**config.mk**
```make
export PLATFORM = sky130hd
export DESIGN_NAME = nrf_mod
export DESIGN_NICKNAME = d
export VERILOG_FILES = /design/src/rtl/nrf_pkg.sv /design/src/rtl/nrf_mod.sv
export SDC_FILE = /design/constraint.sdc
export NUM_CORES = 1
export LEC_CHECK = 0
export ABC_CLOCK_PERIOD_IN_PS = 2610
export BUFFER_PORTS_ARGS = -buffer_cell sky130_fd_sc_hd__buf_2
export CAP_MARGIN = 20
export CORE_MARGIN = 2
export CORE_UTILIZATION = 59
export CTS_BUF_LIST = sky130_fd_sc_hd__clkbuf_4
export DETAILED_ROUTE_END_ITERATION = 10
export PLACE_DENSITY_LB_ADDON = 0.1
export SLEW_MARGIN = 15
export SYNTH_ARGS = -nofsm -noshare
export SYNTH_HDL_FRONTEND = slang
export SYNTH_SLANG_ARGS = --single-unit
```
**constraint.sdc**
```tcl
create_clock -name clk_i -period 2.61 [get_ports clk_i]
set_input_delay 0.522 -clock clk_i [delete_from_list [all_inputs] [get_ports clk_i]]
set_output_delay 0.522 -clock clk_i [all_outputs]
set_load 0.01 [all_outputs]
```
**src/rtl/nrf_pkg.sv**
```systemverilog
// nrf_pkg: shared constants and types for the nonce replay filter.
// FNV-1a 32 constants, nonce geometry and the table control struct.
// No dependencies.
package nrf_pkg;

  localparam int unsigned BYTE_W      = 8;
  localparam int unsigned NONCE_BYTES = 12;
  localparam int unsigned NONCE_W     = NONCE_BYTES * BYTE_W;
  localparam int unsigned HASH_W      = 32;

  localparam logic [HASH_W-1:0] FNV_OFFSET = 32'd2166136261;
  localparam logic [HASH_W-1:0] FNV_PRIME  = 32'd16777619;

  typedef struct packed {
    logic rd;
    logic wr;
    logic clr;
  } nrf_mem_ctl_t;

endpackage

```
**src/rtl/nrf_mod.sv**
```systemverilog
// nrf_mod: bit-serial remainder of the 32-bit hash by the table size,
// one hash bit per cycle, MSB first. Depends on nrf_pkg.
module nrf_mod #(
  parameter int unsigned TABLE_ENTRIES = 1024
) (
  input  logic                               clk_i,
  input  logic                               rst_ni,
  input  logic                               start_i,
  input  logic [nrf_pkg::HASH_W-1:0]         hash_i,
  output logic                               done_o,
  output logic [$clog2(TABLE_ENTRIES)-1:0]   rem_o
);
  import nrf_pkg::*;

  localparam int unsigned IW    = $clog2(TABLE_ENTRIES);
  localparam int unsigned CNT_W = $clog2(HASH_W);
  localparam logic [IW:0] MODULUS = (IW+1)'(TABLE_ENTRIES);

  logic [HASH_W-1:0] sr_q, sr_d;
  logic [IW-1:0]     r_q, r_d;
  logic [CNT_W-1:0]  cnt_q, cnt_d;
  logic              busy_q, busy_d;
  logic              done_q, done_d;
  logic [IW:0]       t;
  logic [IW:0]       t_sub;

  assign t     = {r_q, sr_q[HASH_W-1]};
  assign t_sub = t - MODULUS;

  always_comb begin
    sr_d   = sr_q;
    r_d    = r_q;
    cnt_d  = cnt_q;
    busy_d = busy_q;
    done_d = 1'b0;
    if (start_i) begin
      sr_d   = hash_i;
      r_d    = '0;
      cnt_d  = '0;
      busy_d = 1'b1;
    end else if (busy_q) begin
      r_d   = (t >= MODULUS) ? t_sub[IW-1:0] : t[IW-1:0];
      sr_d  = sr_q << 1;
      cnt_d = cnt_q + 1'b1;
      if (cnt_q == CNT_W'(HASH_W - 1)) begin
        busy_d = 1'b0;
        done_d = 1'b1;
      end
    end
  end

  always_ff @(posedge clk_i or negedge rst_ni) begin
    if (!rst_ni) begin
      cnt_q  <= '0;
      busy_q <= 1'b0;
      done_q <= 1'b0;
    end else begin
      cnt_q  <= cnt_d;
      busy_q <= busy_d;
      done_q <= done_d;
    end
  end

  always_ff @(posedge clk_i) begin
    sr_q <= sr_d;
    r_q  <= r_d;
  end

  assign done_o = done_q;
  assign rem_o  = r_q;

endmodule

```
==> out/metrics.cfg <==
[cells_and_area]
nets=216
drive_gt1_share_pct=50.56
syn_to_final_growth_pct=14.27
fill_cells=252
antenna_cells=0

[pwr]
power_frac_comb_pct=11.2
power-per-cell-area_mw_per_mm2=556.5
ir_worst_vdd_mv=0.3804
p_int_mw=1.092
power_frac_seq_pct=65.8
switchingPower_mw=0.2967
totalPowerFinal_mw=1.388
p_clk_share_pct=22.9
swShare_pct=21.37
p_leak_nw=1.233

[die]
io_pins=46
die_h_um=64.83
start_util_pct=60.55
die_area_sq_mm=0.004203
core_area_sq_mm=0.003606
rows=22
die_w_um=64.83

[setup_path]
crit_path_start_kind=flop
cp-end-kind=flop
ff2ff_setup_slack_ns=1.18
startpoint=cnt_q[0]$_DFFE_PN0P_
critPathArrivalTime_ns=1.67
cp_slowest_stage_delay_ns=0.43
criticalPathCategory=reg2reg
crit_required_ns=2.85
slowest_stage=dfrtp_1
path_cells=ha_1, and3_1, ha_1, mux2i_1, nor2_1
crit_top_cell=ha_1
path_max_fanout=3
reg2reg_from=cnt_q[0]$_DFFE_PN0P_

[drt]
drc=0
ant_nets=0
top_layer=met4
vias=1180
dr.pass1.iters=5
met2_length_um=1567
wire_per_inst_um=14.89
met3_length_um=188
wl_um=3395
viasPerCell=5.175
drt_iter0_drc=26
wl_met1_um=1575

[yosys]
yosysWarnings=0
async_reset_ff_share_pct=14.29
yosysUniqueCellTypes=22
synth_top_area_share_pct=44.01
yosysMostFrequentCell=edfxtp_1
ys.flop_type=edfxtp_1
postSynthCellCount=129
syn_area_sq_mm=0.002183
syn_area_per_cell_sq_um=16.93
ys_seq_elements=49
ys_seq_area_share_pct=61.20
synth_edf_count=32
yosys.area.top_type=edfxtp_1
synth.area.top_cells=edfxtp_1 (44%), mux2_4 (21%), dfxtp_1 (9.2%), dfrtp_1 (8.0%), mux2i_1 (5.5%)
synth.top_cells.by_count=edfxtp_1 (32), mux2_4 (30), nor2_1 (14)
synth.net_count=166

[sta]
timing.final.crit_share_pct=54.80
rsz0062_at_grt=false
layout_min_cycle_time_ns=1.430
final_hold_viol_count=0
setup_viol=0
slew_viol_final=0
worst_slew_pin_slew_ns=0.4429
finClkSkew_ns=0.01753
holdWs_ns=0.4414
maxSlewHeadroom_pct=70.47
fin_setup_tns_ns=0
fmax_ghz=0.6992

[clocking]
cts_buffer_depth=2
numCtsBuffers=5
path_clk_slew_ns=0.13
cts_tree=yes
cts.root.buffer_cell=clkbuf_4
cts_max_level=2
cts_resized=0
clkLatencyLatePin_ns=0.36
clock-sinks=49

[global_route]
grt_pass1_vias=1161
grt_antenna_before_repair=0
grt_start_max_net_pins=21
grtUsageTotal_pct=17.98
grt_overflow_total=0
grt_pass1_wl_um=5582

[hold_path]
min_path_type=in2reg
min-delay-start=hash_i[0]

[placed_design]
hpwl_um=2275
gp_congestion=0.6444
io_buffers=45

[run]
cap_viol_max_count=0

[run_status]
status=finished, final reports clean

## layout by cell type, fill, tap and decap left out, types with 2 or more instances in the layout
master     n
buf_2     45
buf_4      4
clkbuf_4   5
clkinv_1   2
dfrtp_1    7
dfxtp_1   10
edfxtp_1  32
ha_1       2
mux2_2     2
mux2_4    30
mux2i_1   12
nor2_1    14
## sequential cells by signal, summed over array words and instances (netlist names)
signal	cells
cnt_q	5
busy_q	1
rem_o	10
sr_q	32
done_o	1
## metrics by stage
stage,instances,setup slack (ns),utilization (%),cell area [sq um]
3_3_place_gp,219,0.8920,67.52,2435
2_1_floorplan,129,0.7165,-,2183
4_1_cts,228,1.169,69.19,2495
5_1_grt,228,1.132,69.19,2495
3_5_place_dp,219,0.8735,67.52,2435
6_report,228,1.180,69.19,2495
## power groups by stage
stage | clock network [mW] | registers, mW | logic (mW)
after floorplan | 0 | 0.924 | 0.112
after global placement | 0 | 0.929 | 0.145
after detailed placement | 0 | 0.931 | 0.153
after CTS | 0.334 | 0.915 | 0.156
after global routing | 0.357 | 0.922 | 0.168
final | 0.319 | 0.914 | 0.156
## path summary, 6_finish.rpt
kind                                               to  cells past startpoint
worst max register to register   cnt_q[4]$_DFFE_PN0P_                      5
worst min-delay path            sr_q[0]$_SDFFCE_PN0P_                      2
worst min register to register  rem_o[9]$_SDFFE_PP0P_                      2
min in group asynchronous        cnt_q[2]$_DFFE_PN0P_                      2
worst max-delay path             cnt_q[4]$_DFFE_PN0P_                      5
max in group asynchronous        cnt_q[0]$_DFFE_PN0P_                      2
## logic make-up (layout without fill, tap and decap cells)
group	Yosys count	in the layout	share of synthesized area (%)
xor gates and xnor gates	1	1	0.4012
buffers and inverters	9	60	4.011
muxes	44	44	27.16
adders and majority gates	2	2	1.146
AOI/OAI and AO/OA	3	3	1.031
DFF	49	49	61.20
and+or+nand+nor	21	21	5.044
## critical path: cells and delay by family, from the launching register on
kind | cells | cell delay (ns)
and+or+nand+nor | 2 | 0.24
muxes | 1 | 0.13
adders and majority gates | 2 | 0.52
DFF | 1 | 0.43
## layout make-up
| cell class | count | area (sq um) | share of cell area [%] |
|---|---|---|---|
| Timing Repair Buffer | 51 | 285.3 | 11.43 |
| Inverter | 1 | 3.754 | 0.1505 |
| Sequential cell | 49 | 1336 | 53.56 |
| Clock buffer | 5 | 37.54 | 1.505 |
| Tap cell | 48 | 60.06 | 2.407 |
| Multi-Input combinational cell | 71 | 759.5 | 30.44 |
| Clock inverter | 3 | 12.51 | 0.5015 |
## routing by layer
metal	up-vias	global-route usage (%)
li1	567	-
met1	568	23.97
met2	38	27.58
met3	7	4.514
met4	0	8.777
met5	-	0
## what timing repair did
item / in CTS / in global routing
setup buffers: 0 / 0
hold buffers: 1 / 0
setup endpoints to repair: 0 / 0
hold endpoints to repair: 7 / 0
Power figures use the tool's default switching activity.
