--- src/rtl/nrf_pkg.sv ---
// nrf_pkg: shared constants and types for the nonce replay filter.
// FNV-1a 32 constants, nonce geometry and the table control struct.
// No dependencies.
package nrf_pkg;

  localparam int unsigned BYTE_W      = 8;
  localparam int unsigned NONCE_BYTES = 12;
  localparam int unsigned NONCE_W     = NONCE_BYTES * BYTE_W;
  localparam int unsigned HASH_W      = 32;

  localparam logic [HASH_W-1:0] FNV_OFFSET = 32'd2166136261;
  localparam logic [HASH_W-1:0] FNV_PRIME  = 32'd16777619;

  typedef struct packed {
    logic rd;
    logic wr;
    logic clr;
  } nrf_mem_ctl_t;

endpackage

--- src/rtl/nrf_hash.sv ---
// nrf_hash: byte-serial FNV-1a 32 over a 96-bit nonce, one byte per cycle.
// Depends on nrf_pkg.
module nrf_hash (
  input  logic                        clk_i,
  input  logic                        rst_ni,
  input  logic                        start_i,
  input  logic [nrf_pkg::NONCE_W-1:0] nonce_i,
  output logic                        done_o,
  output logic [nrf_pkg::HASH_W-1:0]  hash_o
);
  import nrf_pkg::*;

  localparam int unsigned CNT_W = $clog2(NONCE_BYTES);

  logic [NONCE_W-1:0] sr_q, sr_d;
  logic [HASH_W-1:0]  h_q, h_d;
  logic [CNT_W-1:0]   cnt_q, cnt_d;
  logic               busy_q, busy_d;
  logic               done_q, done_d;
  logic [HASH_W-1:0]  mix;

  assign mix = h_q ^ {{(HASH_W-BYTE_W){1'b0}}, sr_q[BYTE_W-1:0]};

  always_comb begin
    sr_d   = sr_q;
    h_d    = h_q;
    cnt_d  = cnt_q;
    busy_d = busy_q;
    done_d = 1'b0;
    if (start_i) begin
      sr_d   = nonce_i;
      h_d    = FNV_OFFSET;
      cnt_d  = '0;
      busy_d = 1'b1;
    end else if (busy_q) begin
      h_d   = mix * FNV_PRIME;
      sr_d  = sr_q >> BYTE_W;
      cnt_d = cnt_q + 1'b1;
      if (cnt_q == CNT_W'(NONCE_BYTES - 1)) begin
        busy_d = 1'b0;
        done_d = 1'b1;
      end
    end
  end

  always_ff @(posedge clk_i or negedge rst_ni) begin
    if (!rst_ni) begin
      cnt_q  <= '0;
      busy_q <= 1'b0;
      done_q <= 1'b0;
    end else begin
      cnt_q  <= cnt_d;
      busy_q <= busy_d;
      done_q <= done_d;
    end
  end

  always_ff @(posedge clk_i) begin
    sr_q <= sr_d;
    h_q  <= h_d;
  end

  assign done_o = done_q;
  assign hash_o = h_q;

endmodule

--- config.mk ---
export PLATFORM = sky130hd
export DESIGN_NAME = nrf_hash
export DESIGN_NICKNAME = d
export VERILOG_FILES = /design/src/rtl/nrf_pkg.sv /design/src/rtl/nrf_hash.sv
export SDC_FILE = /design/constraint.sdc
export NUM_CORES = 1
export LEC_CHECK = 0
export ABC_CLOCK_PERIOD_IN_PS = 9200
export BUFFER_PORTS_ARGS = -buffer_cell sky130_fd_sc_hd__buf_2
export CORE_MARGIN = 1
export CORE_UTILIZATION = 56
export CTS_CLUSTER_SIZE = 14
export DETAILED_ROUTE_END_ITERATION = 10
export MAX_ROUTING_LAYER = met4
export PLACE_DENSITY = 0.78
export SYNTH_ARGS = -nofsm -noshare
export SYNTH_HDL_FRONTEND = slang
export SYNTH_SLANG_ARGS = --single-unit
--- constraint.sdc ---
create_clock -name clk_i -period 9.2 [get_ports clk_i]
set_clock_uncertainty 0.05 [all_clocks]
set_input_delay 0.92 -clock clk_i [delete_from_list [all_inputs] [get_ports clk_i]]
set_output_delay 0.92 -clock clk_i [all_outputs]
set_load 0.01 [all_outputs]
==> impl_metrics.toml, run 1 <==
[status]
outcome = "finished, final reports clean"

[layout]
utilization = 0.643
area_growth_pct = 12.4
nets = 1450
drive_gt1_frac = 0.240
regArea_mm2 = 0.00367
multi_input_area_mm2 = 0.00652
fill_cells = 1545

[floorplanning]
fp.dieH_um = 143
die-area_mm2 = 0.0205
row_count = 51
top_level_ports = 132
core-area_mm2 = 0.0195
die_width_um = 143
start_util = 0.573

[setup_path]
path_depth = 20
critPathLaunch = "sr_q[4]$_DFFE_PP_"
r2r_start = "sr_q[4]$_DFFE_PP_"
path_buf_inv = 3
cp_slowest_cell = "fa_1"
cp.arrival_ns = 6.20
start_kind = "flop"
worstPathRequired_ns = 9.42
r2r_cells = 20
r2r-end = "hash_o[30]$_SDFFE_PP0P_"
rrSetupSlack_ns = 3.23
end_kind = "flop"
crit_end = "hash_o[30]$_SDFFE_PP0P_"
path_max_fanout = 7
crit_path_frequent_cell = "ha_1"
cpPeakStageDelay_ns = 0.48
worstSetupPathType = "flop to flop"
crit_family = "adder cells"
crit_chain = "xnor2_1, inv_1, ha_1, ha_1, fa_1, ha_1, fa_1, ha_1, inv_1, fa_1, inv_1, ha_1, nand4_1, a21oi_1, a21oi_2, a221o_2, a311oi_4, a221o_1, mux2i_1, o22ai_1"

[synthesis]
ys_warn_count = 0
synthArstFlopShare = 0.0448
synthCells = 986
ys_ff_latch = 134
yosys-top-cells-count = "inv_1 (193), ha_1 (182), edfxtp_1 (96)"
synth_top_area_cell = "edfxtp_1"
synthesis.area_mm2 = 0.0112
synth_top_area_frac = 0.258
synthMostInstantiatedCell = "inv_1"
synth_top_flop_cell = "edfxtp_1"
synth-edff-count = 96
synthDistinctLibCells = 55
yosysSeqAreaShare = 0.328
synth_fp_nets = 1341
avgSynthCellArea_um2 = 11.3
ys_top_cells_by_area = "edfxtp_1 (26%), ha_1 (20%), fa_1 (13%), mux2_2 (8.9%), inv_1 (6.5%)"

[detailed_routing]
drt_wl_total_um = 24100
drc_errors = 0
vias_per_cell = 5.34
post_drt_wl_per_cell_um = 17.5
vias = 7337
drtAntennaViolNets = 0
first_iter_violations = 282
drt_pass1_iterations = 4

[placed_design]
hpwl_um = 18700
place.gp.congestion = 0.961
port_buffers = 131

[timing]
worstMarginPinSlew_ns = 1.05
rsz0062_at_grt = "false"
finalCritPeriodShare = 0.649
hold_viol = 0
period_needed_ns = 5.97
fin_tns_setup_ns = 0
setup_viol = 0
max_freq_mhz = 167
max_slew_margin = 0.301
slew_viol_final = 0

[clocking]
post_cts_resized = 0
cts_buffers = 17
clock_sinks = 134
htreeDepth = 4
cts-hold-fix-buffers = 0
ctsRootBufferMaster = "clkbuf_16"
cts.path.max_buffers = 2
cts_setup_buffers = 0
clk_latency_ns = 0.42
path_clk_slew_ns = 0.06
cts_tree = "built"

[global_routing]
grt_pass1_vias = 7521
grt_max_degree = 85
grt.total_usage = 0.255
grt_pass1_wl_um = 38000
globalRoute.totalOverflow = 0
antenna_found_initial = 1

[hold_path]
min_path_type = "input pin to async pin"

[flow_run]
max_cap_viol_count = 0
[worst min-delay path by stage]
stage,startpoint,to,slack (ns),depth (start not counted)
finish,rst_ni,cnt_q[3]$_DFFE_PN0P_,0.27,1
global route,rst_ni,cnt_q[2]$_DFFE_PN0P_,0.26,1
CTS,rst_ni,done_o$_DFF_PN0_,0.26,1
detailed placement,hash_o[28]$_SDFFE_PP0P_,hash_o[28]$_SDFFE_PP0P_,0.46,2
global placement,hash_o[7]$_SDFFE_PP1P_,hash_o[7]$_SDFFE_PP1P_,0.46,2
floorplan,hash_o[28]$_SDFFE_PP0P_,hash_o[28]$_SDFFE_PP0P_,0.41,2
[area by class of cell]
type / count / area share
Inverter: 193 / 0.0579
Multi-Input combinational cell: 614 / 0.519
Sequential cell: 134 / 0.292
Tap cell: 265 / 0.0264
Clock inverter: 14 / 0.0149
Antenna cell: 3 / 0.000597
Clock buffer: 17 / 0.0339
Timing Repair Buffer: 135 / 0.0548
[worst reg2reg max path, stage by stage (launching register included)]
cell and delay [ns]:
edfxtp_1 0.38, xnor2_1 0.46, inv_1 0.25, ha_1 0.34
ha_1 0.31, fa_1 0.44, ha_1 0.24, fa_1 0.44
ha_1 0.28, inv_1 0.05, fa_1 0.48, inv_1 0.04
ha_1 0.39, nand4_1 0.12, a21oi_1 0.23, a21oi_2 0.14
a221o_2 0.41, a311oi_4 0.28, a221o_1 0.22, mux2i_1 0.19
o22ai_1 0.10
[per-layer routing]
metal / track usage / share of wire
met3: 0.0387 / 0.047
met5: - / 0
met1: 0.324 / 0.44
met2: 0.418 / 0.49
met4: 0.0885 / 0.023
[flip-flops by register name (all words and copies together) (netlist names)]
register,cells
hash_o,32
cnt_q,4
sr_q,96
done_o,1
busy_q,1
[placed cells by master, fill, tap and decap left out, types with 16 or more instances in the layout]
cell and instances:
nand2_1 28, o21ai_0 18, xor2_1 16, nor2_1 34
a21oi_1 23, mux2_2 88, xnor2_1 38, buf_2 130
ha_1 182, clkbuf_16 17, edfxtp_1 96, fa_1 74
dfxtp_1 32, inv_1 192
[per-stage QoR]
step	instances	setup slack [ns]	area [µm²]	hold WS, ns
5_1_grt	1373	2.96	12600	0.262
2_1_floorplan	986	3.85	11200	0.412
3_3_place_gp	1341	3.36	11900	0.457
3_5_place_dp	1341	3.31	11900	0.463
4_1_cts	1372	3.28	12600	0.255
6_report	1375	3.23	12600	0.267
[cell families after synthesis]
logic type	count (synthesis)	share of synthesized area
adder cells (fa/ha/maj)	256	0.336
AND/OR/NAND/NOR	107	0.0444
XOR/XNOR	54	0.0423
flip-flops	134	0.328
buffers and inverters	238	0.0882
AO/OA/AOI/OAI	96	0.0603
multiplexers	101	0.100
Power of run 1 is not shown: default switching activity piles up to over one toggle a cycle in this logic, so the estimate is an artifact.
==> run 2: changes to the inputs <==
--- a/config.mk
+++ b/config.mk
@@ -5,7 +5,7 @@
 export SDC_FILE = /design/constraint.sdc
 export NUM_CORES = 1
 export LEC_CHECK = 0
-export ABC_CLOCK_PERIOD_IN_PS = 9200
+export ABC_CLOCK_PERIOD_IN_PS = 6200
 export BUFFER_PORTS_ARGS = -buffer_cell sky130_fd_sc_hd__buf_2
 export CORE_MARGIN = 1
 export CORE_UTILIZATION = 56
==> constraint.sdc (replaced) <==
create_clock -name clk_i -period 6.2 [get_ports clk_i]
set_clock_uncertainty 0.05 [all_clocks]
set_input_delay 0.62 -clock clk_i [delete_from_list [all_inputs] [get_ports clk_i]]
set_output_delay 0.62 -clock clk_i [all_outputs]
set_load 0.01 [all_outputs]
==> run 2 against run 1 <==
Final area up 0.22%. Sequential cell count unchanged. Register-to-register slack worse by 2.9 ns. Die area unchanged. Worst hold slack better by 0.16 ns. First-iteration DRC count down 11%. Clock-buffer cell count unchanged. Fmax up 2.0%. Critical path depth unchanged. Core utilization up 0.14 points. Final cell count up 0.65%. Non-clock buffer count up 10. Highest routed layer unchanged.
==> impl_metrics.toml, run 2 (synthesis results as in run 1) <==
[status]
outcome = "finished, final reports clean"

[global_routing]
grt_pass1_vias = 7558
globalRoute.totalOverflow = 0
grt_pass1_wl_um = 38400
grt_max_degree = 65
antenna_found_initial = 0
grt.total_usage = 0.259

[timing]
finalCritPeriodShare = 0.945
max_freq_mhz = 171
max_slew_margin = 0.444
setup_viol = 0
worstMarginPinSlew_ns = 0.834
period_needed_ns = 5.86
fin_tns_setup_ns = 0
slew_viol_final = 0
rsz0062_at_grt = "false"
hold_viol = 0

[floorplanning]
fp.dieH_um = 143
die_width_um = 143
core-area_mm2 = 0.0195
die-area_mm2 = 0.0205
start_util = 0.573
row_count = 51
top_level_ports = 132

[setup_path]
end_kind = "flop"
start_kind = "flop"
critPathLaunch = "sr_q[4]$_DFFE_PP_"
path_max_fanout = 7
worstPathRequired_ns = 6.43
r2r_start = "sr_q[4]$_DFFE_PP_"
worstSetupPathType = "flop to flop"
cp.arrival_ns = 6.08

[detailed_routing]
vias_per_cell = 5.27
drt_wl_total_um = 24300
post_drt_wl_per_cell_um = 17.5
vias = 7291
drc_errors = 0
drt_pass1_iterations = 4
drtAntennaViolNets = 0
first_iter_violations = 252

[layout]
final_common_cell = "inv_1"
nets = 1460
largest_reg_flops = 96
drive_gt1_frac = 0.247
area_growth_pct = 12.6
mostFrequentLayoutCells = "inv_1 (192), ha_1 (182), buf_2 (130)"
fill_cells = 1540
top_register = "sr_q"

[placed_design]
place.gp.congestion = 0.940
port_buffers = 131
hpwl_um = 19100

[clocking]
cts.path.max_buffers = 2
clk_latency_ns = 0.43
ctsRootBufferMaster = "clkbuf_16"
path_clk_slew_ns = 0.07
cts_tree = "built"
clock_sinks = 134
htreeDepth = 4
cts_buffers = 17

[hold_path]
worstHoldStart = "nonce_i[91]"
min_path_type = "input pin to flop"

[flow_run]
max_cap_viol_count = 0
-- run 2: cell types whose count changed in the layout (fill, tap and decap cells not counted) --
cell           previous run  this run
clkinv_8                  0         1
diode_2                   3         1
buf_4                     5        14
xnor2_1                  38        37
bufinv_16                 3         0
clkinv_1                  0         1
dlygate4sd3_1             0         1
inv_6                     5         7
xnor2_2                   0         1
-- run 2: critical path, stage by stage (launching register included) --
cell and delay, ns:
edfxtp_1 0.38, xnor2_1 0.36, inv_1 0.20, ha_1 0.34, ha_1 0.31, fa_1 0.44
ha_1 0.22, fa_1 0.44, ha_1 0.29, inv_1 0.06, fa_1 0.49, inv_1 0.04
ha_1 0.40, nand4_1 0.12, a21oi_1 0.23, a21oi_2 0.13, a221o_2 0.41, a311oi_4 0.27
a221o_1 0.21, mux2i_1 0.21, o22ai_1 0.11
-- run 2: timing repair --
item | CTS | global route
buffers inserted | 0 | 0
hold buffers | 1 | 0
gates resized for setup | 0 | 1
endpoints found under the setup margin | 0 | 2
endpoints found under the hold margin | 6 | 0
-- run 2: per-stage QoR --
step	std cells	cell area (µm²)	hold slack (ns)	utilization	worst slack (ns)
3_5_place_dp	1350	12000	0.401	0.615	0.329
6_report	1384	12600	0.422	0.645	0.342
5_1_grt	1383	12600	0.406	0.645	0.0956
3_3_place_gp	1350	12000	0.398	0.615	0.504
2_1_floorplan	986	11200	0.274	-	0.848
4_1_cts	1383	12600	0.408	0.644	0.287
-- run 2: layout make-up --
type	count	area, µm²	area share
tap	265	332	0.0263
inverter	193	727	0.0577
sequential	134	3670	0.292
clock inverter	15	135	0.0107
clock buffer	17	425	0.0338
antenna	1	2.50	0.000199
timing repair buffer	145	766	0.0608
multi-input combinational	614	6530	0.519
-- run 2: path summary, 6_finish.rpt --
check / endpoint / slack (ns) / cells past startpoint
min in group asynchronous: done_o$_DFF_PN0_ / 0.50 / 2
worst min register to register: hash_o[28]$_SDFFE_PP0P_ / 0.48 / 2
worst max register to register: hash_o[30]$_SDFFE_PP0P_ / 0.34 / 20
worst max-delay path: hash_o[30]$_SDFFE_PP0P_ / 0.34 / 20
max in group asynchronous: cnt_q[1]$_DFFE_PN0P_ / 5.45 / 2
worst min-delay path: sr_q[91]$_SDFFCE_PN0P_ / 0.42 / 2
-- run 2: metal layers --
metal / share of wire / GRT usage / up-vias
met3: 0.047 / 0.0490 / 34
li1: - / - / 3559
met2: 0.49 / 0.425 / 165
met5: 0 / - / -
met4: 0.019 / 0.0778 / 0
met1: 0.44 / 0.327 / 3533
Power of run 2 is left out for the same reason.
==> run 3: changes to the inputs <==
--- a/config.mk
+++ b/config.mk
@@ -6,8 +6,8 @@
 export NUM_CORES = 1
 export LEC_CHECK = 0
 export ABC_CLOCK_PERIOD_IN_PS = 6200
-export BUFFER_PORTS_ARGS = -buffer_cell sky130_fd_sc_hd__buf_2
-export CORE_MARGIN = 1
+export BUFFER_PORTS_ARGS = -buffer_cell sky130_fd_sc_hd__buf_4
+export CORE_MARGIN = 3
 export CORE_UTILIZATION = 56
 export CTS_CLUSTER_SIZE = 14
 export DETAILED_ROUTE_END_ITERATION = 10
==> run 3 against run 2 <==
Die area grew 5.7%. Clock-buffer cell count unchanged. Non-clock buffer count grew 4. Largest cell class unchanged. Via count grew 0.66%. Sequential cell count did not move. Final area grew 2.9%.
==> impl_metrics.toml, run 3 (synthesis results as in run 1) <==
[status]
outcome = "finished, final reports clean"

[setup_path]
end_kind = "flop"
cp_slowest_cell = "fa_1"
worstSetupPathType = "flop to flop"
path_buf_inv = 3
path_max_fanout = 6
crit_chain = "xnor2_2, inv_2, ha_1, ha_1, fa_1, ha_1, fa_1, ha_1, inv_1, fa_1, inv_1, ha_1, nand3_1, nor2_1, o21ai_0, a221o_2, a311oi_4, a221o_1, mux2i_1, o22ai_1"
start_kind = "flop"
critPathLaunch = "sr_q[7]$_DFFE_PP_"
crit_family = "adder cells"
crit_path_frequent_cell = "ha_1"
cp.arrival_ns = 6.08
cpPeakStageDelay_ns = 0.53
r2r_start = "sr_q[7]$_DFFE_PP_"
worstPathRequired_ns = 6.43
rrSetupSlack_ns = 0.35

[clocking]
cts.path.max_buffers = 2
clock_sinks = 134
ctsRootBufferMaster = "clkbuf_16"
cts_buffers = 17
htreeDepth = 4
path_clk_slew_ns = 0.06
cts_setup_buffers = 0
cts_tree = "built"
clk_latency_ns = 0.42

[global_routing]
grt_pass1_wl_um = 39600
grt.total_usage = 0.242
grt_use_met3 = 0.0515
busiest_layer = "met2"
grt_max_degree = 91
antenna_found_initial = 0
grt_util_met2 = 0.384
grtUsageMet1 = 0.314
grt_pass1_vias = 7767
globalRoute.totalOverflow = 0

[timing]
max_freq_mhz = 171
worstMarginPinSlew_ns = 1.05
rsz0062_at_grt = "false"
max_slew_margin = 0.299
slew_viol_final = 0
finalCritPeriodShare = 0.943
whs_ns = 0.432
hold_viol = 0
setup_viol = 0
period_needed_ns = 5.85
fin_tns_setup_ns = 0

[layout]
drive_gt1_frac = 0.252
fill_cells = 1507
largest_reg_flops = 96
utilization = 0.664
top_register = "sr_q"
area_growth_pct = 15.9
nets = 1464
mostFrequentLayoutCells = "inv_1 (191), ha_1 (182), buf_4 (148)"
final_common_cell = "inv_1"
antenna_cells = 0

[flow_run]
max_cap_viol_count = 0

[floorplanning]
die_width_um = 147
row_count = 51
top_level_ports = 132
die-area_mm2 = 0.0217
core-area_mm2 = 0.0195
fp.dieH_um = 147
start_util = 0.573

[placed_design]
hpwl_um = 19300
port_buffers = 131
place.gp.congestion = 0.955

[hold_path]
worstHoldStart = "nonce_i[88]"
min_path_type = "input pin to flop"

[detailed_routing]
drtAntennaViolNets = 0
drt_pass1_iterations = 5
first_iter_violations = 372
vias = 7339
vias_per_cell = 5.29
drt_wl_total_um = 24500
post_drt_wl_per_cell_um = 17.6
drc_errors = 0
==> run 3: cell count changes in the layout (fill, tap and decap cells not counted), moves of 2 or more <==
cell / change
buf_2: -130
inv_6: -2
buf_4: +134
clkinvlp_4: +2
==> run 3: final cells by class <==
| type | count | area (µm²) | area share |
|---|---|---|---|
| Sequential cell | 134 | 3670 | 0.284 |
| Inverter | 193 | 727 | 0.0561 |
| Tap cell | 265 | 332 | 0.0256 |
| Multi-Input combinational cell | 614 | 6540 | 0.505 |
| Clock buffer | 17 | 425 | 0.0328 |
| Timing Repair Buffer | 149 | 1120 | 0.0865 |
| Clock inverter | 15 | 140 | 0.0108 |
==> run 3: worst paths after layout <==
kind                                           end  cells past startpoint
setup / recovery           hash_o[30]$_SDFFE_PP0P_                     20
hold / removal              sr_q[88]$_SDFFCE_PN0P_                      2
setup reg to reg           hash_o[30]$_SDFFE_PP0P_                     20
hold reg to reg            hash_o[28]$_SDFFE_PP0P_                      2
max in group asynchronous         done_o$_DFF_PN0_                      2
min in group asynchronous     cnt_q[1]$_DFFE_PN0P_                      2
==> run 3: repair_timing <==
action                                  4_1_cts  5_1_grt
resized for setup                             0        3
hold buffers                                  1        0
endpoints found under the setup margin        0        4
hold endpoints to repair                      6        0
==> run 3: through the flow <==
stage | area (µm²) | setup WS, ns | instances
2_1_floorplan | 11200 | 0.848 | 986
3_3_place_gp | 12400 | 0.339 | 1354
3_5_place_dp | 12400 | 0.260 | 1354
4_1_cts | 12900 | 0.164 | 1387
5_1_grt | 13000 | 0.0796 | 1387
6_report | 13000 | 0.350 | 1387
==> run 3: metal layers <==
metal	vias to the layer above	share of wire	wire (µm)
met3	44	0.055	1340
met5	-	0	0
li1	3576	-	-
met1	3533	0.43	10600
met2	186	0.48	11800
met4	0	0.029	717
Power of run 3 is left out for the same reason.
